[src/rtl/abd_pkg.sv]
// Shared types, constants and helper functions of the anchor box decoder.
package abd_pkg;

    // Defaults for the top-level parameters
    localparam int DefMaxModelSize = 2048;
    localparam int DefMaxRepeats   = 2;
    localparam int DefLevelCount   = 3;

    // Field and datapath widths
    localparam int ScoreW   = 16;
    localparam int DistW    = 16;
    localparam int IdxW     = 8;
    localparam int EdgeW    = 23;   // Q.8 edge and size values in model pixels
    localparam int InvW     = 24;
    localparam int ProdW    = 48;   // Q.24 after scaling
    localparam int RoundW   = 28;   // Q.4 after rounding
    localparam int PosW     = 17;
    localparam int SizeW    = 18;
    localparam int SideW    = 14;
    localparam int MsizeW   = 12;
    localparam int CfgIdxW  = 3;
    localparam int CfgDataW = 24;

    // Image side limits in pixels, and one pixel in Q.4
    localparam logic [SideW-1:0] MaxImageSide = 14'd8192;
    localparam logic [SizeW-1:0] OnePixel     = 18'd16;

    // Rounding bias for Q.24 to Q.4
    localparam logic signed [ProdW-1:0] RoundBias = 48'sd524288;

    // Configuration register indexes
    typedef enum logic [CfgIdxW-1:0] {
        CFG_SCORE_THRESHOLD = 3'd0,
        CFG_INVERSE_SCALE   = 3'd1,
        CFG_IMAGE_WIDTH     = 3'd2,
        CFG_IMAGE_HEIGHT    = 3'd3,
        CFG_MODEL_SIZE      = 3'd4,
        CFG_ANCHORS_PER_LOC = 3'd5
    } t_cfg_index;

    // Register reset values
    localparam logic [15:0] RstScoreThreshold = 16'd32768;
    localparam logic [23:0] RstInverseScale   = 24'd65536;
    localparam logic [13:0] RstImageWidth     = 14'd640;
    localparam logic [13:0] RstImageHeight    = 14'd640;
    localparam logic [11:0] RstModelSize      = 12'd640;
    localparam logic [1:0]  RstAnchorsPerLoc  = 2'd2;

    // Anchor position handed from the walk to the datapath
    typedef struct packed {
        logic [IdxW-1:0] col;
        logic [IdxW-1:0] row;
        logic [1:0]      lvl_sel;   // level used for the stride, 0..2
        logic [1:0]      level;
        logic            done;
    } t_anchor;

    // Sideband travelling beside the box arithmetic
    typedef struct packed {
        logic [ScoreW-1:0] score;
        logic [1:0]        level;
        logic              kept;
        logic              done;
    } t_side;

    // Scaled edges and sizes, Q.24
    typedef struct packed {
        logic signed [ProdW-1:0] x;
        logic signed [ProdW-1:0] y;
        logic signed [ProdW-1:0] w;
        logic signed [ProdW-1:0] h;
    } t_box_prod;

    // Stage load strobes
    typedef struct packed {
        logic s1;
        logic s2;
        logic s3;
    } t_box_load;

    typedef struct packed {
        logic s4;
        logic s5;
    } t_clamp_load;

    // log2 of the stride of a level: 8, 16, 32
    function automatic logic [2:0] f_stride_shift(input logic [1:0] sel);
        logic [2:0] sh;
        unique case (sel)
            2'd0:    sh = 3'd3;
            2'd1:    sh = 3'd4;
            default: sh = 3'd5;
        endcase
        return sh;
    endfunction

    // Image side limited to 1..8192, in Q.4
    function automatic logic [SizeW-1:0] f_side_px(input logic [SideW-1:0] side);
        logic [SideW-1:0] lim;
        priority if (side == '0) begin
            lim = 14'd1;
        end else if (side > MaxImageSide) begin
            lim = MaxImageSide;
        end else begin
            lim = side;
        end
        return {lim, 4'd0};
    endfunction

endpackage

[src/rtl/abd_walk.sv]
// Anchor walk: level, row, column and repeat counters for each accepted item.
module abd_walk import abd_pkg::*; #(
    parameter int MAX_MODEL_SIZE = DefMaxModelSize,
    parameter int MAX_REPEATS    = DefMaxRepeats,
    parameter int LEVEL_COUNT    = DefLevelCount
) (
    input  logic              i_clk,
    input  logic              i_rst_n,
    input  logic              i_accept,
    input  logic              i_frame_start,
    input  logic [MsizeW-1:0] i_model_size,
    input  logic [1:0]        i_anchors_per_loc,
    output t_anchor           o_anchor
);

    localparam logic [MsizeW-1:0] MaxSize    = MsizeW'(MAX_MODEL_SIZE);
    localparam logic [1:0]        MaxReps    = 2'(MAX_REPEATS);
    localparam logic [1:0]        LastLevel  = 2'(LEVEL_COUNT - 1);
    localparam logic [2:0]        LevelCount = 3'(LEVEL_COUNT);

    logic [1:0]      r_level, n_level;
    logic [IdxW-1:0] r_row, n_row;
    logic [IdxW-1:0] r_col, n_col;
    logic            r_rep, n_rep;

    logic [1:0]        cur_level;
    logic [IdxW-1:0]   cur_row;
    logic [IdxW-1:0]   cur_col;
    logic              cur_rep;
    logic [MsizeW-1:0] msize;
    logic [1:0]        reps;
    logic [1:0]        lvl_sel;
    logic [IdxW:0]     side;
    logic [IdxW:0]     side_m1;
    logic              done;
    logic              rep_wrap, col_wrap, row_wrap, level_wrap;

    // Current position: a frame start restarts the walk for this item
    always_comb begin
        cur_level = i_frame_start ? 2'd0 : r_level;
        cur_row   = i_frame_start ? '0 : r_row;
        cur_col   = i_frame_start ? '0 : r_col;
        cur_rep   = i_frame_start ? 1'b0 : r_rep;

        // model side to a multiple of 32, limited
        priority if ({i_model_size[MsizeW-1:5], 5'd0} < 12'd32) begin
            msize = 12'd32;
        end else if ({i_model_size[MsizeW-1:5], 5'd0} > MaxSize) begin
            msize = MaxSize;
        end else begin
            msize = {i_model_size[MsizeW-1:5], 5'd0};
        end

        priority if (i_anchors_per_loc == 2'd0) begin
            reps = 2'd1;
        end else if (i_anchors_per_loc > MaxReps) begin
            reps = MaxReps;
        end else begin
            reps = i_anchors_per_loc;
        end

        lvl_sel = (cur_level == 2'd3) ? 2'd2 : cur_level;
        side    = (IdxW + 1)'(msize >> f_stride_shift(lvl_sel));
        side_m1 = side - 9'd1;

        done = (cur_level == LastLevel) &&
               ({1'b0, cur_row} == side_m1) &&
               ({1'b0, cur_col} == side_m1) &&
               ({1'b0, cur_rep} == (reps - 2'd1));

        rep_wrap   = (({1'b0, cur_rep} + 2'd1) >= reps);
        col_wrap   = (({1'b0, cur_col} + 9'd1) >= side);
        row_wrap   = (({1'b0, cur_row} + 9'd1) >= side);
        level_wrap = (({1'b0, cur_level} + 3'd1) >= LevelCount);
    end

    // Step the walk on each accepted item
    always_comb begin
        n_level = r_level;
        n_row   = r_row;
        n_col   = r_col;
        n_rep   = r_rep;
        if (i_accept) begin
            n_level = cur_level;
            n_row   = cur_row;
            n_col   = cur_col;
            n_rep   = cur_rep;
            if (rep_wrap) begin
                n_rep = 1'b0;
                if (col_wrap) begin
                    n_col = '0;
                    if (row_wrap) begin
                        n_row   = '0;
                        n_level = level_wrap ? 2'd0 : (cur_level + 2'd1);
                    end else begin
                        n_row = cur_row + 8'd1;
                    end
                end else begin
                    n_col = cur_col + 8'd1;
                end
            end else begin
                n_rep = 1'b1;
            end
        end
    end

    always_ff @(posedge i_clk) begin
        if (!i_rst_n) begin
            r_level <= 2'd0;
            r_row   <= '0;
            r_col   <= '0;
            r_rep   <= 1'b0;
        end else begin
            r_level <= n_level;
            r_row   <= n_row;
            r_col   <= n_col;
            r_rep   <= n_rep;
        end
    end

    assign o_anchor = '{col: cur_col, row: cur_row, lvl_sel: lvl_sel,
                        level: cur_level, done: done};

endmodule

[config.mk]
export PLATFORM = sky130hd
export DESIGN_NAME = abd_walk
export DESIGN_NICKNAME = d
export VERILOG_FILES = /design/src/rtl/abd_pkg.sv /design/src/rtl/abd_walk.sv
export SDC_FILE = /design/constraint.sdc
export NUM_CORES = 1
export LEC_CHECK = 0
export BUFFER_PORTS_ARGS = -buffer_cell sky130_fd_sc_hd__buf_2
export CAP_MARGIN = 20
export CORE_ASPECT_RATIO = 1.5
export CORE_MARGIN = 5
export CORE_UTILIZATION = 52
export DETAILED_ROUTE_END_ITERATION = 10
export GPL_ROUTABILITY_DRIVEN = 0
export PLACE_DENSITY_LB_ADDON = 0.2
export SYNTH_ARGS = -nofsm -noshare
export SYNTH_HDL_FRONTEND = slang
export SYNTH_SLANG_ARGS = --single-unit
export TNS_END_PERCENT = 1
[constraint.sdc]
create_clock -name i_clk -period 4.35 [get_ports i_clk]
set_input_delay 1.0875 -clock i_clk [delete_from_list [all_inputs] [get_ports i_clk]]
set_output_delay 1.0875 -clock i_clk [all_outputs]
set_load 0.005 [all_outputs]
After elaboration in Yosys (flattened, before gate mapping)
Index checks and enable logic that the tools add are counted.

Add/subtract/negate cells: 9. $lt $le $gt $ge: 7. Equal/unequal tests: 6. Shift-type cells: 1. Muxes and demuxes: 20. Reduce and logical (&&, ||, !) cells: 5.

Operators with widths (number): 8-bit two-way mux (7); 12-bit two-way mux (2); 8-bit by 1-bit adder with 9-bit output (second input constant) (2); 8-bit by 9-bit equality test with 1-bit output (2); 9-bit greater-or-equal comparator (2); 8-bit by 1-bit adder with 8-bit output (second input constant) (2); 2-bit two-way mux (8); 12-bit > comparator (second input constant) (1); 12-bit by 6-bit less-than comparator with 1-bit output (second input constant) (1); 12-bit by 3-bit >> shifter with 9-bit output (1); 9-bit by 1-bit subtractor with 9-bit output (second input constant) (1); 3-bit one-hot mux with 2 select lines (1); 2-bit equality test (second input constant) (2); 2-bit logical NOT (2); 2-bit by 1-bit adder with 3-bit output (second input constant) (1); 3-bit by 2-bit greater-or-equal comparator with 1-bit output (second input constant) (1); 1-bit logical AND (3); 1-bit by 1-bit adder with 2-bit output (second input constant) (1); 2-bit by 1-bit adder with 2-bit output (second input constant) (1); 1-bit by 2-bit equality test with 1-bit output (1); 2-bit by 1-bit equality test with 1-bit output (second input constant) (1); 2-bit greater-or-equal comparator (1); 2-bit > comparator (second input constant) (1); 1-bit two-way mux (2); 2-bit by 1-bit subtractor with 2-bit output (second input constant) (1).

Bits in registers: 19. Input port bits: 18. Output and inout port bits: 21. Word-level logic and storage cells: 52.

Longest topological paths before layout
Word-level depth: 11. Gate-level depth with buffers: 16. Depth with buffers taken out: 13.

Least setup slack after synthesis
OpenSTA, ideal clock, no wires.

Path type: input to output. Start point: input i_frame_start. End point: output o_anchor[0] (netlist name). Data arrival time: 3.504 ns. Data required time: 3.263 ns. Path slack: -0.242 ns. Stages on the path: 13. Buffers on the path: 3. Path through: buf_6 > nor3b_2 > o21ai_0 > a211o_1 > ha_1 > buf_1 > and2_1 > a221oi_1 > o31ai_1 > a221oi_1 > o2111ai_1 > a211oi_2 > buf_4.

RTL lines: from (decl) (RTL line abd_walk.sv:10) `input logic i_frame_start,`; to (decl) (RTL line abd_walk.sv:13) `output t_anchor o_anchor`.

==> flow_summary.toml <==
[placement]
dp_hpwl_um = 5540
dpl_worst_slack_ns = -0.571
io_buffers = 32
placed_area_mm2 = 0.00292

[synth]
synth-simple-area-share_pct = 35.1
synth_fa_ha_area_share_pct = 11.1
yosysSeqAreaShare_pct = 15.3
synth_top_area_share_pct = 15.3
synth.avg_cell_area_um2 = 7.77
synth_top_family_by_area = "simple AND/OR/NAND/NOR gates"
synthCells = 319
synth_mux_area_share_pct = 1.41
synth.largest_area_cell = "dfxtp_1"
yosysWarnings = 0
ys_ff_latch = 19
ys_types = 77
ys_async_sr_fraction_pct = 0
synth_flop_cell = "dfxtp_1"
yosys-top-cells-area = "dfxtp_1 (15%), ha_1 (11%), nor2b_1 (6.6%)"
synth-compound-area-share_pct = 28.3
synth_edf_count = 0
netlist_area_mm2 = 0.00248
synthXorXnorAreaFrac_pct = 3.18
syn_nets = 359

[sta]
rsz0062_at_grt = "yes"
setup_viol = 1
setup_tns_ns = -0.170
worst_slew_pin_slew_ns = 0.600
slew_violations = 0
fin_crit_sh_pct = 104
timing.slew.headroom_pct = 59.7
fmax_mhz = 221
min_period_ns = 4.52
skew_ns = 0.00817
hold_viol = 0
worst_slack_ns = -0.170

[grt]
gr-usage-met1_pct = 27.8
met2_usage_pct = 42.5
grtUsageTotal_pct = 23.3
grt.busiest_layer = "met2"
grt_max_degree = 29
grt_pass1_wl_um = 11500
grt_pass1_vias = 2477
grtUsageMet3_pct = 1.79
antenna_found_initial = 0
grt.overflow.total = 0

[clocking]
htreeDepth = 1
clock_latency_ns = 0.26
cts_tree = "built"
holdBufCountCts = 0
cts_made_buffers = 3
clk_pin_slew_ns = 0.08
cts_max_path_buffers = 2
cts.sinks = 19
root_buffer = "clkbuf_8"

[floorplan]
die_w_um = 66.4
core-area_mm2 = 0.00458
dieArea_mm2 = 0.00628
rows = 30
num_io_pins = 39
initial_utilization_pct = 54.2
die_y_um = 94.6

[power_and_ir_drop]
peakVddDrop_uv = 150
power_density_mw_per_mm2 = 145
p_leak_uw = 0.00145

[setup_path]
r2r-start = "r_level[1]$_SDFFE_PN0P_"
r2r_end = "r_row[7]$_SDFFE_PN0P_"
r2r_setup_slack_ns = 0.99
critPathSlowestCell = "or3_4"
cp.required_ns = 3.26
worstSetupPathType = "primary input to primary output"
path_cells = "buf_8 -> nor3_4 -> a21oi_2 -> or3_4 -> ha_4 -> and3b_1 -> o211ai_1 -> a221oi_2 -> o31ai_2 -> a221oi_2 -> o2111ai_2 -> a211oi_2 -> buf_2"
crit_arrival_ns = 3.43
reg2reg_depth = 14
startpoint_type = "primary input"
cp_common_cell = "a221oi_2"
worst-path-max-fanout = 3
critPathMaxStageDelay_ns = 0.36
cp-end-kind = "primary output"

[cells_and_area]
multi_input_area_mm2 = 0.00204
drive_gt1_share_pct = 29.6
ff_latch_area_um2 = 380
diodes = 0
final_nets = 419
synthToLayoutAreaGrowth_pct = 23.8
final_common_cell = "buf_4"
final_cell_area_mm2 = 0.00307
num-fill-cells = 406
mostFrequentLayoutCells = "buf_4 (40), nor2_1 (30), buf_2 (29), nor2b_1 (26), ha_1 (21)"

[detailed_routing]
routed_wl_um = 6920
ant_nets = 0
dr.pass1.iters = 4
avgRoutedWirePerCell_um = 15.6
num_vias = 2561
drc_errors = 0
vias_per_cell = 5.79
drt_iter0_markers = 164

[outcome]
violations = "setup timing"
status = "complete, but fails checks"

[hold_path]
min-delay-start = "r_col[0]$_SDFFE_PN0P_"
hold_depth = 2
min_path_type = "flip-flop to flip-flop"
whs_endpoint = "r_col[0]$_SDFFE_PN0P_"

[run]
drv_cap = 0
critical path: cells and delay by family:
| kind | cells | cell delay (ns) |
|---|---|---|
| compound gates | 7 | 1.13 |
| simple gates | 3 | 0.76 |
| buf+inv | 2 | 0.23 |
| fa+ha+maj | 1 | 0.22 |
per-stage QoR:
stage                     total power [uW]  utilization [%]  hold WS [ns]  cells
after floorplan                        269                -         0.446    319
after global placement                 313             63.8         0.463    437
after detailed placement               315             63.8         0.479    437
after CTS                              450             66.7         0.492    442
after global routing                   474             67.0         0.511    442
final                                  446             67.0         0.489    442
synth_stat cells (all sizes together), types with 4 or more instances:
cell     number
nor2         31
nor2b        26
ha           22
nand2        21
dfxtp        19
a21oi        13
o21ai        12
nand2b       11
clkbuf       10
inv          10
nand3        10
a21o          9
a211oi        7
a22oi         7
buf           7
and3          6
o21a          5
or2           5
xnor2         5
a211o         4
and2          4
nand3b        4
nor3          4
o2111ai       4
o31ai         4
xor2          4
layer usage:
metal,vias up,part of all wire [%]
met5,-,0
met4,0,2.5
met2,64,51
met3,8,4.1
met1,1179,42
li1,1310,-
where the power goes:
group          switching [uW]  internal [uW]  leakage (uW)
Clock                    61.5           65.2     0.0000228
Sequential               3.33            177      0.000154
Combinational            75.0           63.6       0.00127
Total                     140            306       0.00145
timing repair:
item                       4_1_cts  5_1_grt
gates resized for setup         14        4
gates cloned                     0        0
setup buffers                    1        0
pin swaps                        8        3
setup endpoints to repair        1        1
worst max path at each step:
stage | from | to | cells after the start
finish | i_model_size[7] | o_anchor[0] | 13
global route | i_model_size[7] | o_anchor[0] | 13
CTS | i_model_size[8] | o_anchor[0] | 13
detailed placement | i_model_size[6] | o_anchor[0] | 13
global placement | i_model_size[6] | o_anchor[0] | 13
floorplan | i_frame_start | o_anchor[0] | 13
flip-flops by register name (all words and copies together), names as in the netlist:
register and flops:
r_rep 1, r_level 2, r_row 8, r_col 8
layout make-up:
type | count | area share, %
Tap cell | 64 | 2.61
Timing Repair Buffer | 72 | 15.9
Sequential cell | 19 | 12.4
Inverter | 10 | 1.22
Multi-Input combinational cell | 273 | 66.4
Clock buffer | 4 | 1.47
cell families after synthesis:
| logic type | Yosys count |
|---|---|
| AOI/OAI and AO/OA | 90 |
| xor gates and xnor gates | 9 |
| adders and majority gates | 22 |
| buffers and inverters | 27 |
| DFF | 19 |
| muxes | 3 |
| and+or+nand+nor | 149 |
Power figures use the tool's default switching activity.
