[src/rtl/abd_pkg.sv]
// Shared types, constants and helper functions of the anchor box decoder.
package abd_pkg;

    // Defaults for the top-level parameters
    localparam int DefMaxModelSize = 2048;
    localparam int DefMaxRepeats   = 2;
    localparam int DefLevelCount   = 3;

    // Field and datapath widths
    localparam int ScoreW   = 16;
    localparam int DistW    = 16;
    localparam int IdxW     = 8;
    localparam int EdgeW    = 23;   // Q.8 edge and size values in model pixels
    localparam int InvW     = 24;
    localparam int ProdW    = 48;   // Q.24 after scaling
    localparam int RoundW   = 28;   // Q.4 after rounding
    localparam int PosW     = 17;
    localparam int SizeW    = 18;
    localparam int SideW    = 14;
    localparam int MsizeW   = 12;
    localparam int CfgIdxW  = 3;
    localparam int CfgDataW = 24;

    // Image side limits in pixels, and one pixel in Q.4
    localparam logic [SideW-1:0] MaxImageSide = 14'd8192;
    localparam logic [SizeW-1:0] OnePixel     = 18'd16;

    // Rounding bias for Q.24 to Q.4
    localparam logic signed [ProdW-1:0] RoundBias = 48'sd524288;

    // Configuration register indexes
    typedef enum logic [CfgIdxW-1:0] {
        CFG_SCORE_THRESHOLD = 3'd0,
        CFG_INVERSE_SCALE   = 3'd1,
        CFG_IMAGE_WIDTH     = 3'd2,
        CFG_IMAGE_HEIGHT    = 3'd3,
        CFG_MODEL_SIZE      = 3'd4,
        CFG_ANCHORS_PER_LOC = 3'd5
    } t_cfg_index;

    // Register reset values
    localparam logic [15:0] RstScoreThreshold = 16'd32768;
    localparam logic [23:0] RstInverseScale   = 24'd65536;
    localparam logic [13:0] RstImageWidth     = 14'd640;
    localparam logic [13:0] RstImageHeight    = 14'd640;
    localparam logic [11:0] RstModelSize      = 12'd640;
    localparam logic [1:0]  RstAnchorsPerLoc  = 2'd2;

    // Anchor position handed from the walk to the datapath
    typedef struct packed {
        logic [IdxW-1:0] col;
        logic [IdxW-1:0] row;
        logic [1:0]      lvl_sel;   // level used for the stride, 0..2
        logic [1:0]      level;
        logic            done;
    } t_anchor;

    // Sideband travelling beside the box arithmetic
    typedef struct packed {
        logic [ScoreW-1:0] score;
        logic [1:0]        level;
        logic              kept;
        logic              done;
    } t_side;

    // Scaled edges and sizes, Q.24
    typedef struct packed {
        logic signed [ProdW-1:0] x;
        logic signed [ProdW-1:0] y;
        logic signed [ProdW-1:0] w;
        logic signed [ProdW-1:0] h;
    } t_box_prod;

    // Stage load strobes
    typedef struct packed {
        logic s1;
        logic s2;
        logic s3;
    } t_box_load;

    typedef struct packed {
        logic s4;
        logic s5;
    } t_clamp_load;

    // log2 of the stride of a level: 8, 16, 32
    function automatic logic [2:0] f_stride_shift(input logic [1:0] sel);
        logic [2:0] sh;
        unique case (sel)
            2'd0:    sh = 3'd3;
            2'd1:    sh = 3'd4;
            default: sh = 3'd5;
        endcase
        return sh;
    endfunction

    // Image side limited to 1..8192, in Q.4
    function automatic logic [SizeW-1:0] f_side_px(input logic [SideW-1:0] side);
        logic [SideW-1:0] lim;
        priority if (side == '0) begin
            lim = 14'd1;
        end else if (side > MaxImageSide) begin
            lim = MaxImageSide;
        end else begin
            lim = side;
        end
        return {lim, 4'd0};
    endfunction

endpackage

[src/rtl/abd_clamp.sv]
// Box datapath back: rounding to Q.4, clamping to the image, result register.
module abd_clamp import abd_pkg::*; (
    input  logic              i_clk,
    input  t_clamp_load       i_load,
    input  t_box_prod         i_prod,
    input  t_side             i_side,
    input  logic [SizeW-1:0]  i_width_px,
    input  logic [SizeW-1:0]  i_height_px,
    output logic [PosW-1:0]   o_box_left,
    output logic [PosW-1:0]   o_box_top,
    output logic [SizeW-1:0]  o_box_width,
    output logic [SizeW-1:0]  o_box_height,
    output t_side             o_side
);

    // Edge clamped to [0, lim]
    function automatic logic [PosW-1:0] f_edge_clamp(
        input logic signed [RoundW-1:0] q,
        input logic [SizeW-1:0]         lim
    );
        logic [PosW-1:0] e;
        priority if (q < 0) begin
            e = '0;
        end else if (q > $signed({{(RoundW - SizeW){1'b0}}, lim})) begin
            e = lim[PosW-1:0];
        end else begin
            e = q[PosW-1:0];
        end
        return e;
    endfunction

    // Size clamped to [one pixel, room]
    function automatic logic [SizeW-1:0] f_size_clamp(
        input logic signed [RoundW-1:0] s,
        input logic [SizeW-1:0]         room
    );
        logic [SizeW-1:0] z;
        priority if (s < $signed({{(RoundW - SizeW){1'b0}}, OnePixel})) begin
            z = OnePixel;
        end else if (s > $signed({{(RoundW - SizeW){1'b0}}, room})) begin
            z = room;
        end else begin
            z = s[SizeW-1:0];
        end
        return z;
    endfunction

    logic signed [ProdW-1:0]  sum_x, sum_y, sum_w, sum_h;
    logic signed [RoundW-1:0] q_x, q_y;
    logic [PosW-1:0]          n4_left, n4_top;
    logic [SizeW-1:0]         n4_room_w, n4_room_h;

    logic [PosW-1:0]          r4_left, r4_top;
    logic [SizeW-1:0]         r4_room_w, r4_room_h;
    logic signed [RoundW-1:0] r4_w, r4_h;
    t_side                    r4_side;

    logic [PosW-1:0]          r5_left, r5_top;
    logic [SizeW-1:0]         r5_width, r5_height;
    t_side                    r5_side;

    // Round to nearest, ties up: add half and shift arithmetically
    always_comb begin
        sum_x     = i_prod.x + RoundBias;
        sum_y     = i_prod.y + RoundBias;
        sum_w     = i_prod.w + RoundBias;
        sum_h     = i_prod.h + RoundBias;
        q_x       = sum_x[ProdW-1:ProdW-RoundW];
        q_y       = sum_y[ProdW-1:ProdW-RoundW];
        n4_left   = f_edge_clamp(q_x, i_width_px - OnePixel);
        n4_top    = f_edge_clamp(q_y, i_height_px - OnePixel);
        n4_room_w = i_width_px - {1'b0, n4_left};
        n4_room_h = i_height_px - {1'b0, n4_top};
    end

    always_ff @(posedge i_clk) begin
        if (i_load.s4) begin
            r4_left   <= n4_left;
            r4_top    <= n4_top;
            r4_room_w <= n4_room_w;
            r4_room_h <= n4_room_h;
            r4_w      <= sum_w[ProdW-1:ProdW-RoundW];
            r4_h      <= sum_h[ProdW-1:ProdW-RoundW];
            r4_side   <= i_side;
        end
    end

    // Far edge within [near edge + one pixel, image side] gives the size
    always_ff @(posedge i_clk) begin
        if (i_load.s5) begin
            r5_left   <= r4_left;
            r5_top    <= r4_top;
            r5_width  <= f_size_clamp(r4_w, r4_room_w);
            r5_height <= f_size_clamp(r4_h, r4_room_h);
            r5_side   <= r4_side;
        end
    end

    assign o_box_left   = r5_left;
    assign o_box_top    = r5_top;
    assign o_box_width  = r5_width;
    assign o_box_height = r5_height;
    assign o_side       = r5_side;

endmodule

[config.mk]
export PLATFORM = sky130hd
export DESIGN_NAME = abd_clamp
export DESIGN_NICKNAME = d
export VERILOG_FILES = /design/src/rtl/abd_pkg.sv /design/src/rtl/abd_clamp.sv
export SDC_FILE = /design/constraint.sdc
export NUM_CORES = 1
export LEC_CHECK = 0
export BUFFER_PORTS_ARGS = -buffer_cell sky130_fd_sc_hd__buf_2
export CAP_MARGIN = 10
export CORE_MARGIN = 2
export CORE_UTILIZATION = 50
export DETAILED_ROUTE_END_ITERATION = 10
export MAX_ROUTING_LAYER = met4
export PLACE_DENSITY = 0.82
export SYNTH_ARGS = -nofsm -noshare
export SYNTH_HDL_FRONTEND = slang
export SYNTH_SLANG_ARGS = --single-unit
export TNS_END_PERCENT = 5
[constraint.sdc]
create_clock -name i_clk -period 7.6 [get_ports i_clk]
set_clock_uncertainty 0.1 [all_clocks]
set_input_delay 0.38 -clock i_clk [delete_from_list [all_inputs] [get_ports i_clk]]
set_output_delay 0.38 -clock i_clk [all_outputs]
set_load 0.005 [all_outputs]
# Yosys cells after proc, flatten, opt, wreduce, memory -nomap -nowiden
# Cells that the tools add are included.
[totals]
register_bits = 236
latchBits = 0
ram_bits = 0
rom_bits = 0
in_bits = 251
output_inout_bits = 90
word_cells = 40
n_memories = 0
[classes]
n_addsub = 8
n_mul = 0
div = 0
n_lt_le_gt_ge = 8
eq_ne = 0
n_shift = 0
mux = 6
n_bitwise = 0
n_reduce_logical = 0
[ops]
columns = ["cell", "n"]
rows = [
  ["$add A48 B21 Y48 const B", 4],
  ["$gt A28 B19 Y1", 4],
  ["$mux W17", 4],
  ["$lt A28 B1 Y1 const B", 2],
  ["$lt A28 B6 Y1 const B", 2],
  ["$mux W18", 2],
  ["$sub A18 B17 Y18", 2],
  ["$sub A18 B5 Y18 const B", 2],
]

# Depth between registers and ports, before layout
[depth]
word_depth = 5
mapped_depth = 28

# Least setup slack after synthesis
# Ideal clock, no wire load.
[synth_timing]
kind = "input to register"
startpoint = "in i_height_px[4]"
endpoint = "reg r4_room_h[16] (data pin)"
arrival_time_ps = 5171
required_time_ps = 7242
setup_slack_ps = 2072
stages = 24
cell_sequence = "inv_1 ha_1 inv_1 nor4_1 nand2b_1 xor2_1 ha_1 or2_2 a21oi_1 a21oi_1 a2111oi_0 o21ai_1 nor2_1 buf_2 mux2_2 fa_1 a21oi_1 o22ai_1 nand2b_1 a41oi_1 a21oi_1 a211o_1 a21oi_1 xnor2_1"
[synth_via]
elab_chain_cells = 5
[synth_rtl]
columns = ["element", "line", "rtl"]
rows = [
  ["from (decl)", "abd_clamp.sv:8", "input logic [SizeW-1:0] i_height_px,"],
  ["$sub A18 B5 Y18", "abd_clamp.sv:71", "n4_top = f_edge_clamp(q_y, i_height_px - OnePixel);"],
  ["$gt A28 B19 Y1", "abd_clamp.sv:24", "end else if (q > $signed({{(RoundW - SizeW){1'b0}}, lim})) begin"],
  ["$mux W17", "abd_clamp.sv:24", ""],
  ["$mux W17", "abd_clamp.sv:22", "priority if (q < 0) begin"],
  ["$sub A18 B17 Y18 *", "abd_clamp.sv:73", "n4_room_h = i_height_px - {1'b0, n4_top};"],
  ["net n4_room_h[16]", "abd_clamp.sv:51", "logic [SizeW-1:0] n4_room_w, n4_room_h;"],
  ["to (signal assigned)", "abd_clamp.sv:81", "r4_room_h <= n4_room_h;"],
  ["to (decl)", "abd_clamp.sv:54", "logic [SizeW-1:0] r4_room_w, r4_room_h;"],
]
# Mark *: on every way through the listed nets, which the timed path passes. The rest lies on a longest branch.
# A chain may end at the register's enable or synchronous reset.

# Worst setup path after layout
[layout_timing]
startpoint = "in i_height_px[4]"
endpoint = "reg r4_room_h[16] (data pin)"
[layout_via]
elab_chain_cells = 5
[layout_rtl]
columns = ["element", "line", "rtl"]
rows = [
  ["$sub A18 B5 Y18", "abd_clamp.sv:71", ""],
  ["$gt A28 B19 Y1", "abd_clamp.sv:24", ""],
  ["$mux W17", "abd_clamp.sv:24", ""],
  ["$mux W17", "abd_clamp.sv:22", ""],
  ["net n4_top[0]", "abd_clamp.sv:50", "logic [PosW-1:0] n4_left, n4_top;"],
  ["$sub A18 B17 Y18", "abd_clamp.sv:73", ""],
  ["net n4_room_h[16]", "abd_clamp.sv:51", ""],
]
# The timed path passes the listed nets, and every way through them passes these cells.

==> summary.md <==
| Metric | Value |
|---|---|
| Initial Util | 0.507 |
| Dpl hpwl | roughly 27000 microns |
| Tightest Pin Transition | approximately 1200 ps |
| FMAX | 163 MHz |
| Asr flop ratio synth | 0 |
| Die height | between 150 and 200 microns |
| Placed cell areas | between 15000 and 20000 sq um |
| Worst-skew pair later-pin latency | between 500 and 600 ps |
| Setup TNS | 0 ps |
| Via/cell ratio | approximately 5.6 |
| CTS buffer count | 26 |
| Routed WL per cell | 17.5 microns |
| Layout area overhead | 18.4% |
| Gr usage total | 0.226 |
| Primary FF master, synth | edfxtp_1 |
| Outcome | finished clean |
| Hold Path Depth | 2 |
| Compound-Gate Fraction of Synth Area | 0.0842 |
| CTS tree | yes |
| Post-Synthesis Cells | around 1300 |
| Syn nets | 1647 |
| Routed vias | between 10000 and 15000 |
| Simple-Gate Fraction of Synth Area | 0.162 |
| Io pins | about 340 |
| Minimum clock period | around 6100 ps |
| M2 GR Usage | 0.374 |
| Critical R2R Capture | o_box_height[13] |
| GRT met1 Usage | 0.286 |
| Post-synth top area share | 0.488 |
| Lkg Pwr | 7.13 nW |
| Most frequent cells after synthesis | edfxtp_1, ha_1, nor2_1 |
| Iteration count of the initial detailed-routing pass | 5 |
| Most frequent cell after synthesis | edfxtp_1 |
| PwrDens | between 150 and 200 nW/um^2 |
| Largest net degree at the start of global routing | just under 80 |
| Dominant cells by area after synthesis | edfxtp_1, ha_1, xnor2_1 |
| Gr ovfl total | 0 |
| Reg2reg setup slack | 4240 ps |
| Netlist cell types | 66 |
| Worst setup EP type | flop |
| Routed WL | ~35000 microns |
| Final setup viols | 0 |
| Routed Antenna Nets | 0 |
| CTS clk-pin slew, worst paths | 50 ps |
| Final nets | 1943 |
| GRT busiest layer | met2 |
| Initial antenna violation count | 5 |
| Cell Area, Synth | around 15000 sq um |
| Die Footprint | just over 30000 sq um |
| #FFs+latches synth | 236 |
| Worst Path Required | about 7800 ps |
| Peak supply drop | about 150 uV |
| Crit Path Category | input port to flop |
| First-pass GRT wire length | around 54000 microns |
| Largest family of logic cells by synthesized area | simple AND/OR/NAND/NOR gates |
| End of the worst hold path | r4_h[27] |
| Die X | between 150 and 200 microns |
| Syn Area/Cell | about 11 sq um |
| Post-synth top area cell | edfxtp_1 |
| Mux contribution to synthesized area | 0.0492 |
| Worst slack, placed | between 1000 and 1500 ps |
| Max Cap Viol | 0 |
| Finished Core Util | 0.600 |
| Initial DRC count | about 790 |
| R2R cell count | 10 |
| Final WS setup | between 1000 and 1500 ps |
| Hold Crit Start | i_prod[47] |
| Vias in the first global route | about 11000 |
| RSZ-0062 raised after global routing | false |
| Final hold vios | 0 |
| Htree depth | 1 |
| CTS Root Cell | clkbuf_16 |
| Postcts setup bufs | 0 |
| RR Startpoint | r4_room_h[5] |
| Post-synthesis adder-cell area fraction | 0.0994 |
| Port Buffers | 264 |
| Fin crit share | 0.805 |
| Gpl congestion | 0.955 |
| Design area | between 15000 and 20000 sq um |
| Clock Sinks | ~240 |
| Fraction of layout cells with a size suffix above 1 | 0.224 |
| Number of synthesized flops with an enable pin | 236 |
| Crit-path max FO | 23 |
| Crit path DAT | between 6000 and 7000 ps |
| Worst hold slack | ~81 ps |
| Synth warn | 0 |
| Row count | 62 |
| Final slew viol count | 0 |
| DRC | 0 |
| Post-synthesis share of cell area spent on xor and xnor gates | 0.0887 |
| Slew HR | 0.206 |
| Core Box Area | ~29000 sq um |
| Sequential fraction of the synthesis area | 0.488 |
| CP Launch Type | input port |
| Max clock buf depth | 3 |
| Hold/Removal Path Class | input port to flop |
| Met3 GRT Util | 0.0339 |
==> how the worst max path moves through the flow <==
stage | end | from | cells past startpoint
floorplan | r4_room_h[16] | i_height_px[4] | 24
global placement | r4_room_h[16] | i_height_px[4] | 27
detailed placement | r4_room_h[16] | i_height_px[4] | 27
CTS | r4_room_h[16] | i_height_px[7] | 28
global route | r4_room_h[16] | i_height_px[4] | 27
finish | r4_room_h[16] | i_height_px[4] | 27
==> worst max-delay path, cell delays in order <==
cell,delay (ps)
buf_2,150
inv_1,80
ha_1,180
inv_1,70
nor4_1,540
nand2b_1,140
xor2_1,270
ha_1,300
or2_2,270
a21oi_1,140
a21oi_1,80
a2111oi_0,560
o21ai_1,230
nor2_2,360
buf_4,390
o31ai_1,170
ha_1,280
inv_1,70
fa_1,200
a21oi_1,110
o22ai_1,260
nand2b_1,190
a41oi_1,150
a21oi_1,330
a211o_1,180
a21oi_1,70
xnor2_1,140
==> cells in the final DEF, fill, tap and decap left out, types with 39 or more instances in the layout <==
master and count:
buf_2 262, mux2i_1 51, nor2_1 110, nand2_1 76, edfxtp_1 236, a21oi_1 39
inv_1 66, nand3_1 51, xor2_1 50, ha_1 112, xnor2_1 96
==> state kept, by name, summed over array words and instances, names as in the netlist <==
signal,flops
r4_side,20
o_box_height,18
o_box_width,18
r4_h,28
r4_room_h,18
r4_room_w,18
o_side,20
r4_w,28
o_box_left,17
r4_top,17
r4_left,17
o_box_top,17
==> area by class of cell <==
cell class,instances,area [sq um]
fill,2294,11400
antenna,5,12.5
inverter,66,248
clock inverter,9,42.5
clock buffer,31,691
sequential,236,7090
timing repair buffer,290,1580
tap,384,480
multi-input combinational,958,7050
==> logic make-up (layout without fill, tap and decap cells) <==
group	after synthesis	in the layout
AOI/OAI and AO/OA	176	176
xor gates and xnor gates	147	147
adders and majority gates	114	114
buffers and inverters	88	396
DFF	236	236
muxes	69	69
other	0	5
and+or+nand+nor	452	452
==> where the power goes <==
part           internal [mW]  switching, mW
sequential              1.59         0.0593
combinational          0.276          0.351
clock                  0.635          0.465
==> through the flow <==
step                power [mW]  cells
global route              3.53   1979
global placement          2.24   1914
finish                    3.37   1979
CTS                       3.39   1974
floorplan                 2.02   1282
detailed placement        2.28   1914
==> routing by layer <==
metal  part of all wire  up-vias  wire [microns]
met1               0.43     5219           14900
met4              0.029        0            1020
met3              0.067       78            2330
li1                   -     5358               -
met2               0.47      418           16400
met5                  0        -               0
==> what timing repair did <==
item	in CTS	in global routing
setup endpoints to repair	0	0
hold buffers	20	0
gates resized for setup	0	0
hold endpoints to repair	20	0
Power figures use the tool's default switching activity.
